### config.mk
export PLATFORM = sky130hd
export DESIGN_NAME = des_key_sched
export DESIGN_NICKNAME = d
export VERILOG_FILES = /design/src/hdl/assert_macros.svh /design/src/hdl/des_pkg.sv /design/src/hdl/des_key_sched.sv
export SDC_FILE = /design/constraint.sdc
export NUM_CORES = 1
export LEC_CHECK = 0
export ABC_AREA = 1
export BUFFER_PORTS_ARGS = -buffer_cell sky130_fd_sc_hd__buf_2
export CORE_AREA = 2 2 321 323
export DETAILED_ROUTE_END_ITERATION = 12
export DIE_AREA = 0 0 323 325
export SLEW_MARGIN = 15
export SYNTH_ARGS = -nofsm -noshare
export SYNTH_HDL_FRONTEND = slang
export SYNTH_SLANG_ARGS = --single-unit
### constraint.sdc
create_clock -name vclk -period 1.7
set_input_delay 0.085 -clock vclk [all_inputs]
set_output_delay 0.085 -clock vclk [all_outputs]
set_load 0.03 [all_outputs]
### src/hdl/assert_macros.svh
// assertion helpers
`ifndef ASSERT_MACROS_SVH
`define ASSERT_MACROS_SVH

// clocked implication, disabled in reset
`define ASSERT_CLK(label, clk, rst_n, prop, msg) \
    label: assert property (@(posedge clk) disable iff (!rst_n) (prop)) else $error(msg);

// clocked implication, also checked during reset
`define ASSERT_ALWAYS(label, clk, prop, msg) \
    label: assert property (@(posedge clk) (prop)) else $error(msg);

`endif

### src/hdl/des_pkg.sv
package des_pkg;

    localparam int NumRounds = 16;

    typedef logic [63:0] t_block;
    typedef logic [47:0] t_rkey;
    typedef logic [27:0] t_half;

    // data handed from one round cell to the next
    typedef struct packed {
        logic        valid;
        logic [31:0] left;
        logic [31:0] right;
    } t_round_bus;

    // generic msb-first permutation helpers
    function automatic logic [63:0] perm_ip(input logic [63:0] x);
        logic [7:0] tbl [64];
        logic [63:0] r;
        tbl = '{8'd58,8'd50,8'd42,8'd34,8'd26,8'd18,8'd10,8'd2,
                8'd60,8'd52,8'd44,8'd36,8'd28,8'd20,8'd12,8'd4,
                8'd62,8'd54,8'd46,8'd38,8'd30,8'd22,8'd14,8'd6,
                8'd64,8'd56,8'd48,8'd40,8'd32,8'd24,8'd16,8'd8,
                8'd57,8'd49,8'd41,8'd33,8'd25,8'd17,8'd9,8'd1,
                8'd59,8'd51,8'd43,8'd35,8'd27,8'd19,8'd11,8'd3,
                8'd61,8'd53,8'd45,8'd37,8'd29,8'd21,8'd13,8'd5,
                8'd63,8'd55,8'd47,8'd39,8'd31,8'd23,8'd15,8'd7};
        for (int i = 0; i < 64; i++) r[63-i] = x[64 - 32'(tbl[i])];
        return r;
    endfunction

    function automatic logic [63:0] perm_fp(input logic [63:0] x);
        logic [7:0] tbl [64];
        logic [63:0] r;
        tbl = '{8'd40,8'd8,8'd48,8'd16,8'd56,8'd24,8'd64,8'd32,
                8'd39,8'd7,8'd47,8'd15,8'd55,8'd23,8'd63,8'd31,
                8'd38,8'd6,8'd46,8'd14,8'd54,8'd22,8'd62,8'd30,
                8'd37,8'd5,8'd45,8'd13,8'd53,8'd21,8'd61,8'd29,
                8'd36,8'd4,8'd44,8'd12,8'd52,8'd20,8'd60,8'd28,
                8'd35,8'd3,8'd43,8'd11,8'd51,8'd19,8'd59,8'd27,
                8'd34,8'd2,8'd42,8'd10,8'd50,8'd18,8'd58,8'd26,
                8'd33,8'd1,8'd41,8'd9,8'd49,8'd17,8'd57,8'd25};
        for (int i = 0; i < 64; i++) r[63-i] = x[64 - 32'(tbl[i])];
        return r;
    endfunction

    function automatic logic [55:0] perm_pc1(input logic [63:0] x);
        logic [7:0] tbl [56];
        logic [55:0] r;
        tbl = '{8'd57,8'd49,8'd41,8'd33,8'd25,8'd17,8'd9,8'd1,8'd58,8'd50,8'd42,8'd34,
                8'd26,8'd18,8'd10,8'd2,8'd59,8'd51,8'd43,8'd35,8'd27,8'd19,8'd11,8'd3,
                8'd60,8'd52,8'd44,8'd36,8'd63,8'd55,8'd47,8'd39,8'd31,8'd23,8'd15,8'd7,
                8'd62,8'd54,8'd46,8'd38,8'd30,8'd22,8'd14,8'd6,8'd61,8'd53,8'd45,8'd37,
                8'd29,8'd21,8'd13,8'd5,8'd28,8'd20,8'd12,8'd4};
        for (int i = 0; i < 56; i++) r[55-i] = x[64 - 32'(tbl[i])];
        return r;
    endfunction

    function automatic logic [47:0] perm_pc2(input logic [55:0] x);
        logic [7:0] tbl [48];
        logic [47:0] r;
        tbl = '{8'd14,8'd17,8'd11,8'd24,8'd1,8'd5,8'd3,8'd28,8'd15,8'd6,8'd21,8'd10,
                8'd23,8'd19,8'd12,8'd4,8'd26,8'd8,8'd16,8'd7,8'd27,8'd20,8'd13,8'd2,
                8'd41,8'd52,8'd31,8'd37,8'd47,8'd55,8'd30,8'd40,8'd51,8'd45,8'd33,8'd48,
                8'd44,8'd49,8'd39,8'd56,8'd34,8'd53,8'd46,8'd42,8'd50,8'd36,8'd29,8'd32};
        for (int i = 0; i < 48; i++) r[47-i] = x[56 - 32'(tbl[i])];
        return r;
    endfunction

    function automatic logic [47:0] perm_e(input logic [31:0] x);
        logic [7:0] tbl [48];
        logic [47:0] r;
        tbl = '{8'd32,8'd1,8'd2,8'd3,8'd4,8'd5,8'd4,8'd5,8'd6,8'd7,8'd8,8'd9,
                8'd8,8'd9,8'd10,8'd11,8'd12,8'd13,8'd12,8'd13,8'd14,8'd15,8'd16,8'd17,
                8'd16,8'd17,8'd18,8'd19,8'd20,8'd21,8'd20,8'd21,8'd22,8'd23,8'd24,8'd25,
                8'd24,8'd25,8'd26,8'd27,8'd28,8'd29,8'd28,8'd29,8'd30,8'd31,8'd32,8'd1};
        for (int i = 0; i < 48; i++) r[47-i] = x[32 - 32'(tbl[i])];
        return r;
    endfunction

    function automatic logic [31:0] perm_p(input logic [31:0] x);
        logic [7:0] tbl [32];
        logic [31:0] r;
        tbl = '{8'd16,8'd7,8'd20,8'd21,8'd29,8'd12,8'd28,8'd17,
                8'd1,8'd15,8'd23,8'd26,8'd5,8'd18,8'd31,8'd10,
                8'd2,8'd8,8'd24,8'd14,8'd32,8'd27,8'd3,8'd9,
                8'd19,8'd13,8'd30,8'd6,8'd22,8'd11,8'd4,8'd25};
        for (int i = 0; i < 32; i++) r[31-i] = x[32 - 32'(tbl[i])];
        return r;
    endfunction

    // s-box lookup, box 0..7, six input bits in des order
    function automatic logic [3:0] sbox(input logic [2:0] box, input logic [5:0] six);
        logic [3:0] s [8][64];
        logic [5:0] idx;
        s[0] = '{4'd14,4'd4,4'd13,4'd1,4'd2,4'd15,4'd11,4'd8,4'd3,4'd10,4'd6,4'd12,
                 4'd5,4'd9,4'd0,4'd7,4'd0,4'd15,4'd7,4'd4,4'd14,4'd2,4'd13,4'd1,
                 4'd10,4'd6,4'd12,4'd11,4'd9,4'd5,4'd3,4'd8,4'd4,4'd1,4'd14,4'd8,
                 4'd13,4'd6,4'd2,4'd11,4'd15,4'd12,4'd9,4'd7,4'd3,4'd10,4'd5,4'd0,
                 4'd15,4'd12,4'd8,4'd2,4'd4,4'd9,4'd1,4'd7,4'd5,4'd11,4'd3,4'd14,
                 4'd10,4'd0,4'd6,4'd13};
        s[1] = '{4'd15,4'd1,4'd8,4'd14,4'd6,4'd11,4'd3,4'd4,4'd9,4'd7,4'd2,4'd13,
                 4'd12,4'd0,4'd5,4'd10,4'd3,4'd13,4'd4,4'd7,4'd15,4'd2,4'd8,4'd14,
                 4'd12,4'd0,4'd1,4'd10,4'd6,4'd9,4'd11,4'd5,4'd0,4'd14,4'd7,4'd11,
                 4'd10,4'd4,4'd13,4'd1,4'd5,4'd8,4'd12,4'd6,4'd9,4'd3,4'd2,4'd15,
                 4'd13,4'd8,4'd10,4'd1,4'd3,4'd15,4'd4,4'd2,4'd11,4'd6,4'd7,4'd12,
                 4'd0,4'd5,4'd14,4'd9};
        s[2] = '{4'd10,4'd0,4'd9,4'd14,4'd6,4'd3,4'd15,4'd5,4'd1,4'd13,4'd12,4'd7,
                 4'd11,4'd4,4'd2,4'd8,4'd13,4'd7,4'd0,4'd9,4'd3,4'd4,4'd6,4'd10,
                 4'd2,4'd8,4'd5,4'd14,4'd12,4'd11,4'd15,4'd1,4'd13,4'd6,4'd4,4'd9,
                 4'd8,4'd15,4'd3,4'd0,4'd11,4'd1,4'd2,4'd12,4'd5,4'd10,4'd14,4'd7,
                 4'd1,4'd10,4'd13,4'd0,4'd6,4'd9,4'd8,4'd7,4'd4,4'd15,4'd14,4'd3,
                 4'd11,4'd5,4'd2,4'd12};
        s[3] = '{4'd7,4'd13,4'd14,4'd3,4'd0,4'd6,4'd9,4'd10,4'd1,4'd2,4'd8,4'd5,
                 4'd11,4'd12,4'd4,4'd15,4'd13,4'd8,4'd11,4'd5,4'd6,4'd15,4'd0,4'd3,
                 4'd4,4'd7,4'd2,4'd12,4'd1,4'd10,4'd14,4'd9,4'd10,4'd6,4'd9,4'd0,
                 4'd12,4'd11,4'd7,4'd13,4'd15,4'd1,4'd3,4'd14,4'd5,4'd2,4'd8,4'd4,
                 4'd3,4'd15,4'd0,4'd6,4'd10,4'd1,4'd13,4'd8,4'd9,4'd4,4'd5,4'd11,
                 4'd12,4'd7,4'd2,4'd14};
        s[4] = '{4'd2,4'd12,4'd4,4'd1,4'd7,4'd10,4'd11,4'd6,4'd8,4'd5,4'd3,4'd15,
                 4'd13,4'd0,4'd14,4'd9,4'd14,4'd11,4'd2,4'd12,4'd4,4'd7,4'd13,4'd1,
                 4'd5,4'd0,4'd15,4'd10,4'd3,4'd9,4'd8,4'd6,4'd4,4'd2,4'd1,4'd11,
                 4'd10,4'd13,4'd7,4'd8,4'd15,4'd9,4'd12,4'd5,4'd6,4'd3,4'd0,4'd14,
                 4'd11,4'd8,4'd12,4'd7,4'd1,4'd14,4'd2,4'd13,4'd6,4'd15,4'd0,4'd9,
                 4'd10,4'd4,4'd5,4'd3};
        s[5] = '{4'd12,4'd1,4'd10,4'd15,4'd9,4'd2,4'd6,4'd8,4'd0,4'd13,4'd3,4'd4,
                 4'd14,4'd7,4'd5,4'd11,4'd10,4'd15,4'd4,4'd2,4'd7,4'd12,4'd9,4'd5,
                 4'd6,4'd1,4'd13,4'd14,4'd0,4'd11,4'd3,4'd8,4'd9,4'd14,4'd15,4'd5,
                 4'd2,4'd8,4'd12,4'd3,4'd7,4'd0,4'd4,4'd10,4'd1,4'd13,4'd11,4'd6,
                 4'd4,4'd3,4'd2,4'd12,4'd9,4'd5,4'd15,4'd10,4'd11,4'd14,4'd1,4'd7,
                 4'd6,4'd0,4'd8,4'd13};
        s[6] = '{4'd4,4'd11,4'd2,4'd14,4'd15,4'd0,4'd8,4'd13,4'd3,4'd12,4'd9,4'd7,
                 4'd5,4'd10,4'd6,4'd1,4'd13,4'd0,4'd11,4'd7,4'd4,4'd9,4'd1,4'd10,
                 4'd14,4'd3,4'd5,4'd12,4'd2,4'd15,4'd8,4'd6,4'd1,4'd4,4'd11,4'd13,
                 4'd12,4'd3,4'd7,4'd14,4'd10,4'd15,4'd6,4'd8,4'd0,4'd5,4'd9,4'd2,
                 4'd6,4'd11,4'd13,4'd8,4'd1,4'd4,4'd10,4'd7,4'd9,4'd5,4'd0,4'd15,
                 4'd14,4'd2,4'd3,4'd12};
        s[7] = '{4'd13,4'd2,4'd8,4'd4,4'd6,4'd15,4'd11,4'd1,4'd10,4'd9,4'd3,4'd14,
                 4'd5,4'd0,4'd12,4'd7,4'd1,4'd15,4'd13,4'd8,4'd10,4'd3,4'd7,4'd4,
                 4'd12,4'd5,4'd6,4'd11,4'd0,4'd14,4'd9,4'd2,4'd7,4'd11,4'd4,4'd1,
                 4'd9,4'd12,4'd14,4'd2,4'd0,4'd6,4'd10,4'd13,4'd15,4'd3,4'd5,4'd8,
                 4'd2,4'd1,4'd14,4'd7,4'd4,4'd10,4'd8,4'd13,4'd15,4'd12,4'd9,4'd0,
                 4'd3,4'd5,4'd6,4'd11};
        idx = {six[5], six[0], six[4:1]};
        return s[box][idx];
    endfunction

    function automatic logic [31:0] feistel(input logic [31:0] r, input t_rkey k);
        logic [47:0] x;
        logic [31:0] o;
        x = perm_e(r) ^ k;
        for (int b = 0; b < 8; b++) o[31-4*b -: 4] = sbox(3'(b), x[47-6*b -: 6]);
        return perm_p(o);
    endfunction

endpackage

### src/hdl/des_key_sched.sv
module des_key_sched
    import des_pkg::*;
(
    input  logic   [63:0] i_key,
    input  logic          i_decrypt,
    output t_rkey         o_rkeys [NumRounds]
);
    // cumulative left rotation per round
    localparam int RotSum [NumRounds] =
        '{1, 2, 4, 6, 8, 10, 12, 14, 15, 17, 19, 21, 23, 25, 27, 28};

    logic [55:0] cd;
    t_half       c0, d0;
    t_rkey       rk [NumRounds];

    always_comb begin
        cd = perm_pc1(i_key);
        c0 = cd[55:28];
        d0 = cd[27:0];
        for (int i = 0; i < NumRounds; i++) begin
            t_half c, d;
            c = 28'((({c0, c0}) << RotSum[i]) >> 28);
            d = 28'((({d0, d0}) << RotSum[i]) >> 28);
            rk[i] = perm_pc2({c, d});
        end
        for (int i = 0; i < NumRounds; i++) begin
            o_rkeys[i] = i_decrypt ? rk[NumRounds-1-i] : rk[i];
        end
    end
endmodule

======== Yosys cells after proc, flatten, opt, wreduce, memory -nomap -nowiden ========
Index checks and enable logic that the tools add are counted.
word-level totals
  output and inout bits ................... 768
  logic and storage cells ................. 16
  bits in registers ....................... 0
  input port bits ......................... 65
operators by class
  multiplexer cells ....................... 16
operator list
  kind               count
  2-to-1 mux 48 bit  16

======== Depth between registers and ports, before layout ========
Gate-level depths: netlist of run 1.
  word-level depth ........................ 1
  mapped depth ............................ 7
  gate-level depth less buffers ........... 3

======== Least setup slack after synthesis of run 1 ========
OpenSTA, ideal clock, no wires.
  path kind ............................... input -> output
  from .................................... in i_decrypt
  to ...................................... out o_rkeys[386] (netlist bit)
  cell stages on the path ................. 6
  path slack .............................. 514 ps
  data required time ...................... 1615 ps
  arrival time ............................ 1101 ps
  cells stage by stage .................... buf_4 -> buf_6 -> nand2_1 -> buf_2 -> nand2_1 -> buf_4
RTL lines
  element             line                text
  start: declaration  des_key_sched.sv:5  input logic i_decrypt,
  end: declaration    des_key_sched.sv:6  output t_rkey o_rkeys [NumRounds]

==> impl_metrics.json, run 1 <==
{
  "ios": 833,
  "gp_congestion": 0.7620,
  "worstSetupStartpointType": "primary input",
  "wl_met2_um": 33620,
  "whs_ps": 652.6,
  "slew_viol_final": 0,
  "synth_seq_area_share_pct": 0,
  "nFlopsAndLatches": 0,
  "fin_nets": 1905,
  "finalSetupViolCount": 0,
  "vias_per_cell": 3.187,
  "start_util_pct": 4.354,
  "antenna_found_initial": 3,
  "finalHoldViolCount": 0,
  "register_area_sq_um": 0,
  "hold_path_class": "in2out",
  "core_sq_um": 101300,
  "die_area_sq_um": 105000,
  "period_share_pct": 93.08,
  "route.met3.wl_um": 7250,
  "grt_max_degree": 29,
  "fin_ws_ps": 117.6,
  "grt_usage_pct": 12.76,
  "worst_slew_pin_slew_ps": 380.9,
  "place_ws_ps": 2.762,
  "routedWlPerCell_um": 22.84,
  "crit_type": "in2out",
  "layout_common_cells": "825 x buf_2, 778 x nand2_1, 168 x buf_4",
  "numPortBuffers": 825,
  "hold_start": "i_key[29]",
  "vias": 10230,
  "arrival_ps": 1500,
  "die_y_um": 325,
  "worstPathRequired_ps": 1620,
  "ant_nets": 0,
  "critical_path.endpoint_type": "output pin",
  "final_common_cell": "buf_2",
  "rsz0062_at_grt": "false",
  "postCtsHoldBufs": 0,
  "fmax_mhz": 631.9,
  "syn_nets": 1070,
  "drive_gt1_share_pct": 57.67,
  "clkbuf_count": 0,
  "cp-startpoint": "i_decrypt",
  "netlist_instances": 1005,
  "layout_min_cycle_time_ps": 1582,
  "netlist_area_sq_um": 4410,
  "synth.avg_cell_area_sq_um": 4.389,
  "wl_um": 73290,
  "highest_layer": "met4",
  "maxCapViolCount": 0,
  "first_iter_violations": 891,
  "yosysWarnings": 0,
  "drc": 0,
  "crit_fanout": 28,
  "m1WireLength_um": 30550,
  "firstDrtPassIters": 6,
  "min_path_cells": 5,
  "relSlewSlack_pct": 74.61,
  "syn_to_final_growth_pct": 150.0,
  "hold_end": "o_rkeys[283]",
  "status": "completed",
  "grt_pass1_wl_um": 88540,
  "setup_tns_ps": 0,
  "dpl.hpwl_um": 63850,
  "synth.distinct_cells": 6,
  "grt_pass1_vias": 8551,
  "row_count": 117,
  "die_w_um": 323,
  "overflow": 0
}
-- worst max path at each step --
stage / to / slack (ps)
after floorplan: o_rkeys[386] / 510
after global placement: o_rkeys[479] / -20
after detailed placement: o_rkeys[479] / 3
after CTS: o_rkeys[350] / 40
after global routing: o_rkeys[479] / 20
final: o_rkeys[479] / 120
-- area by class of cell --
class | instances | area [sq um]
fill | 12100 | 90280
timing repair buffer | 1037 | 6245
tap | 1368 | 1712
multi-input combinational | 800 | 3058
inverter | 1 | 3.754
antenna | 3 | 7.507
-- worst max-delay path, stage by stage --
cell,delay [ps]
buf_2,150
inv_2,80
buf_6,250
nand2_1,90
buf_4,160
buf_4,120
nand2_1,210
buf_2,310
-- cell families after synthesis --
group / after synthesis / synth area share [%]
AND/OR/NAND/NOR: 800 / 69.33
buffers and inverters: 205 / 30.67
-- cells in the mapped netlist --
master | count | share of area, %
buf_2 | 82 | 9.3
inv_2 | 1 | 0.085
nand2_2 | 22 | 3.1
buf_4 | 116 | 20
buf_6 | 6 | 1.5
nand2_1 | 778 | 66
-- layer usage --
layer	track usage, %	up-vias
met2	21.36	782
li1	-	4503
met5	0	-
met3	4.047	95
met1	15.87	4847
met4	2.700	0
-- metrics by stage --
step	cell area, sq um	cells	utilization, %
6_report	11030	3209	10.88
4_1_cts	11010	3206	10.87
3_5_place_dp	11010	3206	10.87
3_3_place_gp	11010	3206	10.87
5_1_grt	11020	3206	10.88
2_1_floorplan	4410	1005	-
-- what timing repair did --
item	CTS	global route
endpoints found under the setup margin	1	3
buffers inserted	0	0
gates cloned	0	0
resized for setup	1	2
==> run 2, diff against run 1 <==
--- a/config.mk
+++ b/config.mk
@@ -5,11 +5,10 @@
 export SDC_FILE = /design/constraint.sdc
 export NUM_CORES = 1
 export LEC_CHECK = 0
-export ABC_AREA = 1
 export BUFFER_PORTS_ARGS = -buffer_cell sky130_fd_sc_hd__buf_2
-export CORE_AREA = 2 2 321 323
+export CORE_AREA = 2 2 327 329
 export DETAILED_ROUTE_END_ITERATION = 12
-export DIE_AREA = 0 0 323 325
+export DIE_AREA = 0 0 329 331
 export SLEW_MARGIN = 15
 export SYNTH_ARGS = -nofsm -noshare
 export SYNTH_HDL_FRONTEND = slang
==> impl_metrics.json, run 2 <==
{
  "status": "completed",
  "worstPathRequired_ps": 1620,
  "hold_path_class": "in2out",
  "setup_tns_ps": 0,
  "first_iter_violations": 634,
  "cts_setup_buffers": 0,
  "synthTopCellsByCount": "400 x mux2_4, 288 x mux2_2, 116 x clkbuf_1, 82 x buf_4, 45 x buf_6",
  "rsz0062_at_grt": "false",
  "antenna_found_initial": 9,
  "core_sq_um": 105000,
  "slowest_stage": "buf_2",
  "ant_nets": 0,
  "yosysTopAreaCell": "mux2_4",
  "grt_max_degree": 53,
  "ios": 833,
  "dp_cells": 2980,
  "final_cells": 2982,
  "finalSetupViolCount": 0,
  "clkbuf_count": 0,
  "maxCapViolCount": 0,
  "arrival_ps": 1470,
  "overflow": 0,
  "vias_per_cell": 3.613,
  "grt_pass1_wl_um": 88360,
  "die_area_sq_um": 108900,
  "crit_type": "in2out",
  "postCtsHoldBufs": 0,
  "synth.distinct_cells": 6,
  "path_buf_inv": 2,
  "crit_family": "buffers and inverters",
  "place_ws_ps": 213.1,
  "fin_ws_ps": 146.8,
  "fin_nets": 1656,
  "grt_usage_pct": 11.75,
  "routedWlPerCell_um": 24.16,
  "wl_um": 72050,
  "numPortBuffers": 825,
  "worstSetupStartpointType": "primary input",
  "register_area_sq_um": 0,
  "final_common_cell": "buf_2",
  "die_w_um": 329,
  "crit_fanout": 28,
  "path_cells": "buf_2 -> mux2_2 -> buf_2",
  "relSlewSlack_pct": 25.47,
  "critical_path.endpoint_type": "output pin",
  "crit_path_frequent_cell": "buf_2",
  "synth_top_cell_area_share_pct": 54.81,
  "netlist_area_sq_um": 10960,
  "yosysWarnings": 0,
  "start_util_pct": 10.44,
  "netlist_instances": 961,
  "layout_common_cells": "824 x buf_2, 400 x mux2_4, 288 x mux2_2",
  "drc": 0,
  "slew_viol_final": 0,
  "ys_top_cells_by_area": "mux2_4 55%, mux2_2 30%, buf_4 5.6%",
  "drive_gt1_share_pct": 100.0,
  "synth.most_common_cell": "mux2_4",
  "syn_nets": 1026,
  "syn_to_final_growth_pct": 46.29,
  "cpPeakStageDelay_ps": 770,
  "nFlopsAndLatches": 0,
  "finalHoldViolCount": 0,
  "gp_congestion": 0.7495,
  "synth.avg_cell_area_sq_um": 11.40,
  "layout_min_cycle_time_ps": 1553,
  "fmax_mhz": 643.8,
  "firstDrtPassIters": 5,
  "cts_resized": 0,
  "vias": 10770,
  "dpl.hpwl_um": 54620,
  "synth_seq_area_share_pct": 0,
  "worst_slew_pin_slew_ps": 1118,
  "period_share_pct": 91.37,
  "die_y_um": 331,
  "row_count": 119,
  "whs_ps": 830.1,
  "grt_pass1_vias": 9390
}
-- run 2: cell types whose count changed in the layout (fill, tap and decap cells not counted), moves of 3 or more --
cell,change
nand2_1,-778
mux2_4,+400
mux2_2,+288
buf_4,-118
nand2_2,-22
buf_12,-15
buf_6,-3
-- run 2: final timing paths --
check	start	to	slack (ps)	cells after the start
hold / removal	i_key[28]	o_rkeys[477]	830	4
setup / recovery	i_key[53]	o_rkeys[231]	150	3
-- run 2: cell families (layout without fill, tap and decap cells) --
kind of cell,count (synthesis),in the layout,synth area share (%)
buffers and inverters,273,901,15.59
other,0,2,0
muxes,688,688,84.41
-- run 2: cell type report --
type               instances  area [sq um]
fillers                11910         88940
multi-input cells        688          9249
repair buffers           901          5035
well taps               1391          1740
diodes                     2         5.005
-- run 2: per-stage QoR --
stage	util (%)	area, sq um
final	15.27	16030
after global routing	15.27	16020
after CTS	15.27	16020
after detailed placement	15.27	16020
after global placement	15.27	16020
after floorplan	-	10960
-- run 2: layer usage --
layer  GRT usage (%)  routed length [um]  up-vias
met1           14.90               30070     5353
met3           3.530                6681      107
li1                -                   -     4598
met4           2.869                1894        2
met2           19.38               33390      713
met5               0                  11        -
