## src/hdl/assert_macros.svh

```systemverilog
// assertion helpers
`ifndef ASSERT_MACROS_SVH
`define ASSERT_MACROS_SVH

// clocked implication, disabled in reset
`define ASSERT_CLK(label, clk, rst_n, prop, msg) \
    label: assert property (@(posedge clk) disable iff (!rst_n) (prop)) else $error(msg);

// clocked implication, also checked during reset
`define ASSERT_ALWAYS(label, clk, prop, msg) \
    label: assert property (@(posedge clk) (prop)) else $error(msg);

`endif

```

## src/hdl/des_pkg.sv

```systemverilog
package des_pkg;

    localparam int NumRounds = 16;

    typedef logic [63:0] t_block;
    typedef logic [47:0] t_rkey;
    typedef logic [27:0] t_half;

    // data handed from one round cell to the next
    typedef struct packed {
        logic        valid;
        logic [31:0] left;
        logic [31:0] right;
    } t_round_bus;

    // generic msb-first permutation helpers
    function automatic logic [63:0] perm_ip(input logic [63:0] x);
        logic [7:0] tbl [64];
        logic [63:0] r;
        tbl = '{8'd58,8'd50,8'd42,8'd34,8'd26,8'd18,8'd10,8'd2,
                8'd60,8'd52,8'd44,8'd36,8'd28,8'd20,8'd12,8'd4,
                8'd62,8'd54,8'd46,8'd38,8'd30,8'd22,8'd14,8'd6,
                8'd64,8'd56,8'd48,8'd40,8'd32,8'd24,8'd16,8'd8,
                8'd57,8'd49,8'd41,8'd33,8'd25,8'd17,8'd9,8'd1,
                8'd59,8'd51,8'd43,8'd35,8'd27,8'd19,8'd11,8'd3,
                8'd61,8'd53,8'd45,8'd37,8'd29,8'd21,8'd13,8'd5,
                8'd63,8'd55,8'd47,8'd39,8'd31,8'd23,8'd15,8'd7};
        for (int i = 0; i < 64; i++) r[63-i] = x[64 - 32'(tbl[i])];
        return r;
    endfunction

    function automatic logic [63:0] perm_fp(input logic [63:0] x);
        logic [7:0] tbl [64];
        logic [63:0] r;
        tbl = '{8'd40,8'd8,8'd48,8'd16,8'd56,8'd24,8'd64,8'd32,
                8'd39,8'd7,8'd47,8'd15,8'd55,8'd23,8'd63,8'd31,
                8'd38,8'd6,8'd46,8'd14,8'd54,8'd22,8'd62,8'd30,
                8'd37,8'd5,8'd45,8'd13,8'd53,8'd21,8'd61,8'd29,
                8'd36,8'd4,8'd44,8'd12,8'd52,8'd20,8'd60,8'd28,
                8'd35,8'd3,8'd43,8'd11,8'd51,8'd19,8'd59,8'd27,
                8'd34,8'd2,8'd42,8'd10,8'd50,8'd18,8'd58,8'd26,
                8'd33,8'd1,8'd41,8'd9,8'd49,8'd17,8'd57,8'd25};
        for (int i = 0; i < 64; i++) r[63-i] = x[64 - 32'(tbl[i])];
        return r;
    endfunction

    function automatic logic [55:0] perm_pc1(input logic [63:0] x);
        logic [7:0] tbl [56];
        logic [55:0] r;
        tbl = '{8'd57,8'd49,8'd41,8'd33,8'd25,8'd17,8'd9,8'd1,8'd58,8'd50,8'd42,8'd34,
                8'd26,8'd18,8'd10,8'd2,8'd59,8'd51,8'd43,8'd35,8'd27,8'd19,8'd11,8'd3,
                8'd60,8'd52,8'd44,8'd36,8'd63,8'd55,8'd47,8'd39,8'd31,8'd23,8'd15,8'd7,
                8'd62,8'd54,8'd46,8'd38,8'd30,8'd22,8'd14,8'd6,8'd61,8'd53,8'd45,8'd37,
                8'd29,8'd21,8'd13,8'd5,8'd28,8'd20,8'd12,8'd4};
        for (int i = 0; i < 56; i++) r[55-i] = x[64 - 32'(tbl[i])];
        return r;
    endfunction

    function automatic logic [47:0] perm_pc2(input logic [55:0] x);
        logic [7:0] tbl [48];
        logic [47:0] r;
        tbl = '{8'd14,8'd17,8'd11,8'd24,8'd1,8'd5,8'd3,8'd28,8'd15,8'd6,8'd21,8'd10,
                8'd23,8'd19,8'd12,8'd4,8'd26,8'd8,8'd16,8'd7,8'd27,8'd20,8'd13,8'd2,
                8'd41,8'd52,8'd31,8'd37,8'd47,8'd55,8'd30,8'd40,8'd51,8'd45,8'd33,8'd48,
                8'd44,8'd49,8'd39,8'd56,8'd34,8'd53,8'd46,8'd42,8'd50,8'd36,8'd29,8'd32};
        for (int i = 0; i < 48; i++) r[47-i] = x[56 - 32'(tbl[i])];
        return r;
    endfunction

    function automatic logic [47:0] perm_e(input logic [31:0] x);
        logic [7:0] tbl [48];
        logic [47:0] r;
        tbl = '{8'd32,8'd1,8'd2,8'd3,8'd4,8'd5,8'd4,8'd5,8'd6,8'd7,8'd8,8'd9,
                8'd8,8'd9,8'd10,8'd11,8'd12,8'd13,8'd12,8'd13,8'd14,8'd15,8'd16,8'd17,
                8'd16,8'd17,8'd18,8'd19,8'd20,8'd21,8'd20,8'd21,8'd22,8'd23,8'd24,8'd25,
                8'd24,8'd25,8'd26,8'd27,8'd28,8'd29,8'd28,8'd29,8'd30,8'd31,8'd32,8'd1};
        for (int i = 0; i < 48; i++) r[47-i] = x[32 - 32'(tbl[i])];
        return r;
    endfunction

    function automatic logic [31:0] perm_p(input logic [31:0] x);
        logic [7:0] tbl [32];
        logic [31:0] r;
        tbl = '{8'd16,8'd7,8'd20,8'd21,8'd29,8'd12,8'd28,8'd17,
                8'd1,8'd15,8'd23,8'd26,8'd5,8'd18,8'd31,8'd10,
                8'd2,8'd8,8'd24,8'd14,8'd32,8'd27,8'd3,8'd9,
                8'd19,8'd13,8'd30,8'd6,8'd22,8'd11,8'd4,8'd25};
        for (int i = 0; i < 32; i++) r[31-i] = x[32 - 32'(tbl[i])];
        return r;
    endfunction

    // s-box lookup, box 0..7, six input bits in des order
    function automatic logic [3:0] sbox(input logic [2:0] box, input logic [5:0] six);
        logic [3:0] s [8][64];
        logic [5:0] idx;
        s[0] = '{4'd14,4'd4,4'd13,4'd1,4'd2,4'd15,4'd11,4'd8,4'd3,4'd10,4'd6,4'd12,
                 4'd5,4'd9,4'd0,4'd7,4'd0,4'd15,4'd7,4'd4,4'd14,4'd2,4'd13,4'd1,
                 4'd10,4'd6,4'd12,4'd11,4'd9,4'd5,4'd3,4'd8,4'd4,4'd1,4'd14,4'd8,
                 4'd13,4'd6,4'd2,4'd11,4'd15,4'd12,4'd9,4'd7,4'd3,4'd10,4'd5,4'd0,
                 4'd15,4'd12,4'd8,4'd2,4'd4,4'd9,4'd1,4'd7,4'd5,4'd11,4'd3,4'd14,
                 4'd10,4'd0,4'd6,4'd13};
        s[1] = '{4'd15,4'd1,4'd8,4'd14,4'd6,4'd11,4'd3,4'd4,4'd9,4'd7,4'd2,4'd13,
                 4'd12,4'd0,4'd5,4'd10,4'd3,4'd13,4'd4,4'd7,4'd15,4'd2,4'd8,4'd14,
                 4'd12,4'd0,4'd1,4'd10,4'd6,4'd9,4'd11,4'd5,4'd0,4'd14,4'd7,4'd11,
                 4'd10,4'd4,4'd13,4'd1,4'd5,4'd8,4'd12,4'd6,4'd9,4'd3,4'd2,4'd15,
                 4'd13,4'd8,4'd10,4'd1,4'd3,4'd15,4'd4,4'd2,4'd11,4'd6,4'd7,4'd12,
                 4'd0,4'd5,4'd14,4'd9};
        s[2] = '{4'd10,4'd0,4'd9,4'd14,4'd6,4'd3,4'd15,4'd5,4'd1,4'd13,4'd12,4'd7,
                 4'd11,4'd4,4'd2,4'd8,4'd13,4'd7,4'd0,4'd9,4'd3,4'd4,4'd6,4'd10,
                 4'd2,4'd8,4'd5,4'd14,4'd12,4'd11,4'd15,4'd1,4'd13,4'd6,4'd4,4'd9,
                 4'd8,4'd15,4'd3,4'd0,4'd11,4'd1,4'd2,4'd12,4'd5,4'd10,4'd14,4'd7,
                 4'd1,4'd10,4'd13,4'd0,4'd6,4'd9,4'd8,4'd7,4'd4,4'd15,4'd14,4'd3,
                 4'd11,4'd5,4'd2,4'd12};
        s[3] = '{4'd7,4'd13,4'd14,4'd3,4'd0,4'd6,4'd9,4'd10,4'd1,4'd2,4'd8,4'd5,
                 4'd11,4'd12,4'd4,4'd15,4'd13,4'd8,4'd11,4'd5,4'd6,4'd15,4'd0,4'd3,
                 4'd4,4'd7,4'd2,4'd12,4'd1,4'd10,4'd14,4'd9,4'd10,4'd6,4'd9,4'd0,
                 4'd12,4'd11,4'd7,4'd13,4'd15,4'd1,4'd3,4'd14,4'd5,4'd2,4'd8,4'd4,
                 4'd3,4'd15,4'd0,4'd6,4'd10,4'd1,4'd13,4'd8,4'd9,4'd4,4'd5,4'd11,
                 4'd12,4'd7,4'd2,4'd14};
        s[4] = '{4'd2,4'd12,4'd4,4'd1,4'd7,4'd10,4'd11,4'd6,4'd8,4'd5,4'd3,4'd15,
                 4'd13,4'd0,4'd14,4'd9,4'd14,4'd11,4'd2,4'd12,4'd4,4'd7,4'd13,4'd1,
                 4'd5,4'd0,4'd15,4'd10,4'd3,4'd9,4'd8,4'd6,4'd4,4'd2,4'd1,4'd11,
                 4'd10,4'd13,4'd7,4'd8,4'd15,4'd9,4'd12,4'd5,4'd6,4'd3,4'd0,4'd14,
                 4'd11,4'd8,4'd12,4'd7,4'd1,4'd14,4'd2,4'd13,4'd6,4'd15,4'd0,4'd9,
                 4'd10,4'd4,4'd5,4'd3};
        s[5] = '{4'd12,4'd1,4'd10,4'd15,4'd9,4'd2,4'd6,4'd8,4'd0,4'd13,4'd3,4'd4,
                 4'd14,4'd7,4'd5,4'd11,4'd10,4'd15,4'd4,4'd2,4'd7,4'd12,4'd9,4'd5,
                 4'd6,4'd1,4'd13,4'd14,4'd0,4'd11,4'd3,4'd8,4'd9,4'd14,4'd15,4'd5,
                 4'd2,4'd8,4'd12,4'd3,4'd7,4'd0,4'd4,4'd10,4'd1,4'd13,4'd11,4'd6,
                 4'd4,4'd3,4'd2,4'd12,4'd9,4'd5,4'd15,4'd10,4'd11,4'd14,4'd1,4'd7,
                 4'd6,4'd0,4'd8,4'd13};
        s[6] = '{4'd4,4'd11,4'd2,4'd14,4'd15,4'd0,4'd8,4'd13,4'd3,4'd12,4'd9,4'd7,
                 4'd5,4'd10,4'd6,4'd1,4'd13,4'd0,4'd11,4'd7,4'd4,4'd9,4'd1,4'd10,
                 4'd14,4'd3,4'd5,4'd12,4'd2,4'd15,4'd8,4'd6,4'd1,4'd4,4'd11,4'd13,
                 4'd12,4'd3,4'd7,4'd14,4'd10,4'd15,4'd6,4'd8,4'd0,4'd5,4'd9,4'd2,
                 4'd6,4'd11,4'd13,4'd8,4'd1,4'd4,4'd10,4'd7,4'd9,4'd5,4'd0,4'd15,
                 4'd14,4'd2,4'd3,4'd12};
        s[7] = '{4'd13,4'd2,4'd8,4'd4,4'd6,4'd15,4'd11,4'd1,4'd10,4'd9,4'd3,4'd14,
                 4'd5,4'd0,4'd12,4'd7,4'd1,4'd15,4'd13,4'd8,4'd10,4'd3,4'd7,4'd4,
                 4'd12,4'd5,4'd6,4'd11,4'd0,4'd14,4'd9,4'd2,4'd7,4'd11,4'd4,4'd1,
                 4'd9,4'd12,4'd14,4'd2,4'd0,4'd6,4'd10,4'd13,4'd15,4'd3,4'd5,4'd8,
                 4'd2,4'd1,4'd14,4'd7,4'd4,4'd10,4'd8,4'd13,4'd15,4'd12,4'd9,4'd0,
                 4'd3,4'd5,4'd6,4'd11};
        idx = {six[5], six[0], six[4:1]};
        return s[box][idx];
    endfunction

    function automatic logic [31:0] feistel(input logic [31:0] r, input t_rkey k);
        logic [47:0] x;
        logic [31:0] o;
        x = perm_e(r) ^ k;
        for (int b = 0; b < 8; b++) o[31-4*b -: 4] = sbox(3'(b), x[47-6*b -: 6]);
        return perm_p(o);
    endfunction

endpackage

```

## src/hdl/des_round.sv

```systemverilog
module des_round
    import des_pkg::*;
(
    input  logic       i_clk,
    input  logic       i_rst_n,
    input  t_round_bus i_bus,
    input  t_rkey      i_rkey,
    output t_round_bus o_bus
);
    t_round_bus r_bus;

    always_ff @(posedge i_clk) begin
        if (!i_rst_n) begin
            r_bus.valid <= 1'b0;
        end else begin
            r_bus.valid <= i_bus.valid;
        end
        r_bus.left  <= i_bus.right;
        r_bus.right <= i_bus.left ^ feistel(i_bus.right, i_rkey);
    end

    assign o_bus = r_bus;
endmodule

```

## config.mk

```make
export PLATFORM = sky130hd
export DESIGN_NAME = des_round
export DESIGN_NICKNAME = d
export VERILOG_FILES = /design/src/hdl/assert_macros.svh /design/src/hdl/des_pkg.sv /design/src/hdl/des_round.sv
export SDC_FILE = /design/constraint.sdc
export NUM_CORES = 1
export LEC_CHECK = 0
export ABC_CLOCK_PERIOD_IN_PS = 2050
export BUFFER_PORTS_ARGS = -buffer_cell sky130_fd_sc_hd__buf_2
export CAP_MARGIN = 10
export CORE_UTILIZATION = 49
export CTS_BUF_LIST = sky130_fd_sc_hd__clkbuf_16
export CTS_CLUSTER_DIAMETER = 40
export DETAILED_ROUTE_END_ITERATION = 10
export GPL_ROUTABILITY_DRIVEN = 1
export PLACE_DENSITY = 0.78
export SYNTH_ARGS = -nofsm -noshare
export SYNTH_HDL_FRONTEND = slang
export SYNTH_SLANG_ARGS = --single-unit
```

## constraint.sdc

```tcl
create_clock -name i_clk -period 2.05 [get_ports i_clk]
set_input_delay 0 -clock i_clk [delete_from_list [all_inputs] [get_ports i_clk]]
set_output_delay 0 -clock i_clk [all_outputs]
set_load 0.01 [all_outputs]
```

Yosys cells after proc, flatten, opt, wreduce, memory -nomap -nowiden
Memories as Yosys holds them, arrays and structs flattened.
Cells that the tools add are included.
- memories: 8
- flip-flop bits (word level): 65
- ROM bits: 2048
- multiplexer cells: 16
- bitwise gates (word level): 10
- magnitude comparators: 8
- memories (memory ; depth ; bits a word ; read ports ; clocked after Yosys merged registers in ; write ports ; RTL line ; source):
    (no name shown) ; 64 ; 4 ; 1 ; 0 ; 0 ; des_pkg.sv:145 ; return s[box][idx];
    (no name shown) ; 64 ; 4 ; 1 ; 0 ; 0 ; des_pkg.sv:145 ;
    (no name shown) ; 64 ; 4 ; 1 ; 0 ; 0 ; des_pkg.sv:145 ;
    (no name shown) ; 64 ; 4 ; 1 ; 0 ; 0 ; des_pkg.sv:145 ;
    (no name shown) ; 64 ; 4 ; 1 ; 0 ; 0 ; des_pkg.sv:145 ;
    (no name shown) ; 64 ; 4 ; 1 ; 0 ; 0 ; des_pkg.sv:145 ;
    +2 memories ; n/a ; n/a ; n/a ; n/a ; n/a ; n/a ;
- operator list (operator ; count):
    4-bit two-way mux ; 16
    7-bit >= comparator, second input constant ; 8
    6-bit NOT with 7-bit output ; 8
    48-bit XOR ; 1
    32-bit XOR ; 1

Longest topological paths before layout
Gate-level depths: netlist of run 1.
- depth in word-level cells: 6
- gate-level depth with buffers: 10
- gate-level depth less buffers: 9

Worst setup path before layout of run 1
Ideal clock, no wire load.
- path type: input -> register
- start point: in i_rkey[8]
- end point: reg r_bus, in the netlist o_bus[10]
- path buffers: 1
- library setup time: 72 ps
- setup slack: -157 ps
- data required time: 1978 ps
- stages: 9
- arrival: 2135 ps
- cells stage by stage: xnor2_1 -> inv_1 -> ha_1 -> clkbuf_1 -> nor2_1 -> or3_1 -> a31o_2 -> o22ai_1 -> xnor2_1
- word-level cells in the longest chain between the ends: 6
- RTL lines (item ; RTL line ; source):
    start: declaration ; des_round.sv:7 ; input t_rkey i_rkey,
    48-bit XOR ; des_pkg.sv:151 ; x = perm_e(r) ^ k;
    6-bit NOT with 7-bit output (not written as such) ; des_pkg.sv:145 ;
    memory read 64 x 4 bit ; n/a ;
    4-bit two-way mux (not written as such) (2 in series) ; des_pkg.sv:145 ;
    32-bit XOR ; des_round.sv:19 ; r_bus.right <= i_bus.left ^ feistel(i_bus.right, i_rkey);
    end: declaration ; des_round.sv:10 ; t_round_bus r_bus;
Every way passes these cells. The select of a mux whose other input is x is not followed.
A chain may end at the register's enable or synchronous reset.

Worst setup path after layout of run 1
- start point: in i_bus[25] (netlist bit)
- end point: reg r_bus, in the netlist o_bus[30]
- word-level cells in the longest chain between the ends: 6
- RTL lines (item ; RTL line ; source):
    start: declaration ; des_round.sv:6 ; input t_round_bus i_bus,
    48-bit XOR ; des_pkg.sv:151 ;
    6-bit NOT with 7-bit output (not written as such) ; des_pkg.sv:145 ;
    memory read 64 x 4 bit ; n/a ;
    4-bit two-way mux (not written as such) (2 in series) ; des_pkg.sv:145 ;
    32-bit XOR ; des_round.sv:19 ;
Every way passes these cells. The select of a mux whose other input is x is not followed.

==> impl_metrics.json, run 1 <==
{
  "outcome": "finished clean",
  "fmaxAchievable_mhz": 506,
  "synthArstFlopShare_pct": 0,
  "die_y_um": 119,
  "critPathKind": "in -> reg",
  "cts_tree": "done",
  "crit_fanout": 5,
  "worst_slew_pin_slew_ps": 864,
  "finalCritPeriodShare_pct": 96.3,
  "io_pins": 180,
  "ys_seq_elements": 65,
  "finalSetupViolCount": 0,
  "max_cap_viol_count": 0,
  "report.final.slew_viol_count": 0,
  "p_comb_share_pct": 53.2,
  "drt_iter0_drc": 697,
  "htree_levels": 3,
  "grtUsageTotal_pct": 26.6,
  "switchingPower_uw": 2390,
  "crit_required_ps": 2320,
  "utilization_pct": 70.4,
  "crit_family": "buffers and inverters",
  "yosysMostFrequentCell": "xnor2_1",
  "drive_gt1_share_pct": 31.5,
  "critPathSlowestCell": "dlygate4sd3_1",
  "portBuffers": 179,
  "fin_crit_ps": 1970,
  "nets": 1243,
  "worst-path-stages": 10,
  "place.gp.congestion": 0.924,
  "routed_wl_mm": 19.3,
  "wl_per_cell_um": 15.5,
  "grt.overflow.total": 0,
  "syn_nets": 934,
  "power.share.clock_pct": 21.7,
  "max-vdd-ir-drop_uv": 587,
  "diodes": 0,
  "via_count": 7089,
  "grt_pass1_vias": 6708,
  "yosys.area.top_type_share_pct": 19.4,
  "hpwl_mm": 13.5,
  "dr.pass1.iters": 5,
  "ys.flop_type": "dfxtp_1",
  "placed_area_mm2": 0.00834,
  "path_cells": "dlygate4sd3_1 -> buf_2 -> xor2_4 -> ha_4 -> inv_1 -> mux4_2 -> nand2b_1 -> a21oi_1 -> a31oi_1 -> xnor2_1",
  "synth_area_leader_cell": "dfxtp_1",
  "areaGrowthSynthToFinish_pct": 39.3,
  "slew_headroom_pct": 42.0,
  "p_per_area_mw_per_mm2": 672,
  "cts_root_buf": "clkbuf_16",
  "die_area_mm2": 0.0142,
  "drt-vias-per-instance": 5.69,
  "grt_max_degree": 21,
  "synth_cell_type_count": 51,
  "stdcell_area_mm2": 0.00937,
  "synthTopCellsByArea": "dfxtp_1 19%, ha_1 12%, mux4_2 9.4%, xnor2_1 9.1%, xor2_1 6.1%",
  "whs_path_depth": 4,
  "drc_errors": 0,
  "leakagePower_uw": 0.00419,
  "syn_area_mm2": 0.00672,
  "die_x_um": 119,
  "clock-sinks": 65,
  "synthTopCellsByCount": "70 x xnor2_1, 65 x dfxtp_1, 62 x ha_1",
  "ys_seq_area_share_pct": 19.4,
  "end_kind": "flip-flop",
  "grt_pass1_wl_mm": 30.9,
  "largest_reg_flops": 65,
  "cts_buffers": 9,
  "cp.arrival_ps": 2250,
  "min_path_type": "in -> reg",
  "crit_path_start_kind": "input pin",
  "internal-power_uw": 3910,
  "fin_setup_tns_ps": 0,
  "seq_power_share_pct": 25.2,
  "clk_pin_slew_ps": 60,
  "synth_edf_count": 0,
  "ant_nets": 0,
  "syn_inst": 757,
  "ys_warn_count": 0,
  "timing.critical_path.buf_inv": 3,
  "max_stage_delay_ps": 560,
  "grt_antenna_before_repair": 0,
  "syn_avg_cell_area_um2": 8.88,
  "ctsLongestPathBuffers": 2,
  "start_util_pct": 50.6,
  "hold_viol": 0,
  "core_area_mm2": 0.0133,
  "num_rows": 42,
  "switching_share_pct": 37.9
}
[routing by layer]
| layer | share of wire [%] | vias to the layer above | track usage (%) |
|---|---|---|---|
| met5 | 0 | - | 0 |
| met4 | 2.5 | 0 | 10.4 |
| met3 | 5.9 | 45 | 4.65 |
| met2 | 50 | 314 | 46.5 |
| met1 | 41 | 3346 | 32.1 |
| li1 | - | 3384 | - |
[final cells by class]
class	instances	area, um2
clock buffers	9	225
repair buffers	336	2250
multi-input cells	613	5190
flip-flops and latches	65	1300
fillers	1013	3930
clock inverters	5	26.3
well taps	176	220
inverters	41	154
[through the flow]
| step | std cells | power, uW | hold slack [ps] | setup WS [ps] |
|---|---|---|---|---|
| after global placement | 1163 | 4660 | 125 | -120 |
| after CTS | 1243 | 6230 | 192 | 14.6 |
| after detailed placement | 1163 | 4750 | 127 | -181 |
| after global routing | 1245 | 6700 | 228 | -14.5 |
| after floorplan | 757 | 3680 | 27.7 | 31.8 |
| final | 1245 | 6290 | 199 | 75.1 |
[kinds of logic (layout without fill, tap and decap cells)]
kind of cell               after synthesis  count (layout)  share of synthesized area [%]
and+or+nand+nor                        157             157                           10.1
xor gates and xnor gates               127             127                           17.7
muxes                                   69              69                           16.2
DFF                                     65              65                           19.4
adders and majority gates               62              62                           11.5
AOI/OAI and AO/OA                      198             198                           19.8
buffers and inverters                   79             391                           5.32
[tightest hold or removal path, cell delays in order]
cell	delay (ps)
buf_2	110
xor2_1	130
mux2i_1	150
xnor2_1	120
[final timing paths]
kind | from | endpoint | slack [ps]
max | i_bus[25] | o_bus[30] | 80
min | i_rkey[5] | o_bus[27] | 200
[placed cells by master, fill, tap and decap left out, types with 5 or more instances in the layout]
cell type	Yosys	final
buf_2	11	179
buf_4	2	90
xnor2_1	70	67
dlygate4sd3_1	0	66
dfxtp_1	65	65
ha_1	62	61
nand2_1	51	51
nor2_1	48	48
o21ai_0	47	46
xor2_1	47	43
inv_1	38	39
mux2i_1	37	36
a21oi_1	31	31
mux4_2	28	28
nor3_1	24	24
o211ai_1	20	20
nand3_1	20	20
a211oi_1	19	19
a31oi_1	15	15
o2111ai_1	11	11
clkbuf_16	0	9
xor2_2	6	8
xnor2_2	4	6
o221ai_1	6	6
a2111oi_0	7	5
[what timing repair did]
action,CTS,global route
setup buffers,0,2
hold endpoints to repair,65,0
resized for setup,0,15
endpoints found under the setup margin,0,13
hold buffers,66,0
[power by group through the flow]
stage | Clock (uW) | Sequential [uW] | Combinational (uW)
final | 1360 | 1580 | 3350
after CTS | 1400 | 1580 | 3250
after floorplan | 0 | 1750 | 1930
after global placement | 0 | 1600 | 3060
after global routing | 1450 | 1600 | 3640
after detailed placement | 0 | 1610 | 3140
Note: power is estimated with default switching activity, not from simulation.
==> inputs of run 2 (changes only) <==
--- a/config.mk
+++ b/config.mk
@@ -15,4 +15,5 @@
 export GPL_ROUTABILITY_DRIVEN = 1
 export PLACE_DENSITY = 0.78
+export REMOVE_ABC_BUFFERS = 1
 export SYNTH_ARGS = -nofsm -noshare
 export SYNTH_HDL_FRONTEND = slang
==> constraint.sdc (replaced) <==
create_clock -name i_clk -period 2.05 [get_ports i_clk]
set_input_delay 0 -clock i_clk [delete_from_list [all_inputs] [get_ports i_clk]]
set_output_delay 0 -clock i_clk [all_outputs]
set_load 0.02 [all_outputs]
==> run 2 against run 1 <==
Sequential cell count did not move. Cell count rose by 0.72%. Critical endpoint is now o_bus[13]. Combinational power rose by 6.0%. Hold slack got worse by 160 ps. Non-clock buffer count rose by 6. Sequential power barely moved. Largest cell class unchanged. Maximum frequency fell by 0.21%. Die area did not move. Cell area rose by 0.13%. Via count fell by 0.97%. Largest power group unchanged.
==> impl_metrics.json, run 2 (same netlist as run 1, synthesis figures left out) <==
{
  "die_x_um": 119,
  "critPathKind": "in -> reg",
  "crit_required_ps": 2310,
  "drc_errors": 0,
  "max-vdd-ir-drop_uv": 707,
  "areaGrowthSynthToFinish_pct": 39.5,
  "die_y_um": 119,
  "die_area_mm2": 0.0142,
  "power_uw": 6490,
  "drt_iter0_drc": 856,
  "fin_crit_ps": 1980,
  "layout_common_cells": "179 x buf_2, 96 x buf_4, 68 x xnor2_1, 65 x dlygate4sd3_1, 65 x dfxtp_1",
  "grt.overflow.total": 0,
  "stdcell_area_mm2": 0.00938,
  "min_path_type": "in -> reg",
  "finalSetupViolCount": 0,
  "finalCritPeriodShare_pct": 96.5,
  "place.gp.congestion": 0.931,
  "max_cap_viol_count": 0,
  "dr.pass1.iters": 5,
  "placed_area_mm2": 0.00835,
  "leakagePower_uw": 0.00421,
  "io_pins": 180,
  "worst_slew_pin_slew_ps": 830,
  "wl_per_cell_um": 15.5,
  "grt_antenna_before_repair": 1,
  "routed_wl_mm": 19.5,
  "whs_path_depth": 2,
  "cts_tree": "done",
  "cts_root_buf": "clkbuf_16",
  "crit_path_start_kind": "input pin",
  "drive_gt1_share_pct": 31.6,
  "slew_headroom_pct": 44.3,
  "nets": 1249,
  "portBuffers": 179,
  "grtUsageTotal_pct": 27.1,
  "clock-sinks": 65,
  "grt_max_degree": 21,
  "p_per_area_mw_per_mm2": 692,
  "cts_buffers": 9,
  "hpwl_mm": 13.7,
  "core_area_mm2": 0.0133,
  "report.final.slew_viol_count": 0,
  "end_kind": "flip-flop",
  "start_util_pct": 50.6,
  "ctsLongestPathBuffers": 2,
  "final_common_cell": "buf_2",
  "largest_reg_flops": 65,
  "hold_path.startpoint": "i_bus[3]",
  "ant_nets": 0,
  "hold_viol": 0,
  "htree_levels": 3,
  "fmaxAchievable_mhz": 505,
  "num_rows": 42,
  "outcome": "finished clean",
  "fillers": 966,
  "utilization_pct": 70.5,
  "whs_endpoint": "o_bus[35]",
  "via_count": 7020,
  "drt-vias-per-instance": 5.60,
  "cp.arrival_ps": 2240,
  "crit_fanout": 4,
  "clk_pin_slew_ps": 50,
  "grt_pass1_vias": 6613,
  "grt_pass1_wl_mm": 31.2
}
==> run 2: worst max-delay path by stage <==
stage / from / to / slack [ps] / cells after the start
4_1_cts: i_bus[7] / o_bus[20] / 10 / 8
6_report: i_bus[9] / o_bus[13] / 70 / 10
5_1_grt: i_bus[9] / o_bus[13] / -20 / 10
3_3_place_gp: i_bus[16] / o_bus[6] / -20 / 10
2_1_floorplan: i_rkey[8] / o_bus[10] / -50 / 8
3_5_place_dp: i_bus[28] / o_bus[1] / -60 / 6
==> run 2: layer usage <==
layer / global-route usage, % / vias to the layer above / part of all wire [%]
li1: - / 3401 / -
met4: 5.93 / 0 / 1.5
met5: 0 / - / 0
met1: 32.8 / 3257 / 40
met2: 48.9 / 339 / 52
met3: 5.41 / 23 / 7.2
==> run 2: repair_timing <==
| action | CTS | global route |
|---|---|---|
| resized for setup | 0 | 13 |
| hold buffers | 65 | 0 |
| buffers inserted | 0 | 5 |
| setup endpoints to repair | 0 | 14 |
| hold endpoints to repair | 64 | 0 |
==> run 2: final cells by class <==
type	count	area, um2	area share, %
diodes	1	2.50	0.0267
clock buffers	9	225	2.40
clock inverters	7	30.0	0.320
inverters	41	154	1.64
multi-input cells	613	5150	54.9
flip-flops and latches	65	1300	13.9
well taps	176	220	2.35
repair buffers	342	2300	24.5
==> run 2: metrics by stage <==
step | TNS [ps] | hold WS [ps] | setup WS (ps) | std cells
2_1_floorplan | -128 | 27.7 | -48.9 | 719
3_3_place_gp | -19.5 | 125 | -19.5 | 1167
3_5_place_dp | -150 | 128 | -59.3 | 1167
4_1_cts | 0 | 35.1 | 12.7 | 1248
5_1_grt | -25.2 | 28.6 | -19.1 | 1254
6_report | 0 | 34.6 | 71.0 | 1254
==> run 2: power breakdown <==
| part | switching, uW | internal, uW |
|---|---|---|
| combinational | 1940 | 1610 |
| sequential | 67.5 | 1520 |
| clock | 562 | 791 |
| total | 2570 | 3930 |
==> run 2: critical path: stages <==
cell and delay, ps:
dlygate4sd3_1 530, buf_2 140, xor2_2 210, inv_1 130, ha_1 240, nor2_1 110, a21oi_1 40, mux4_2 480
mux2i_2 210, xnor2_1 140
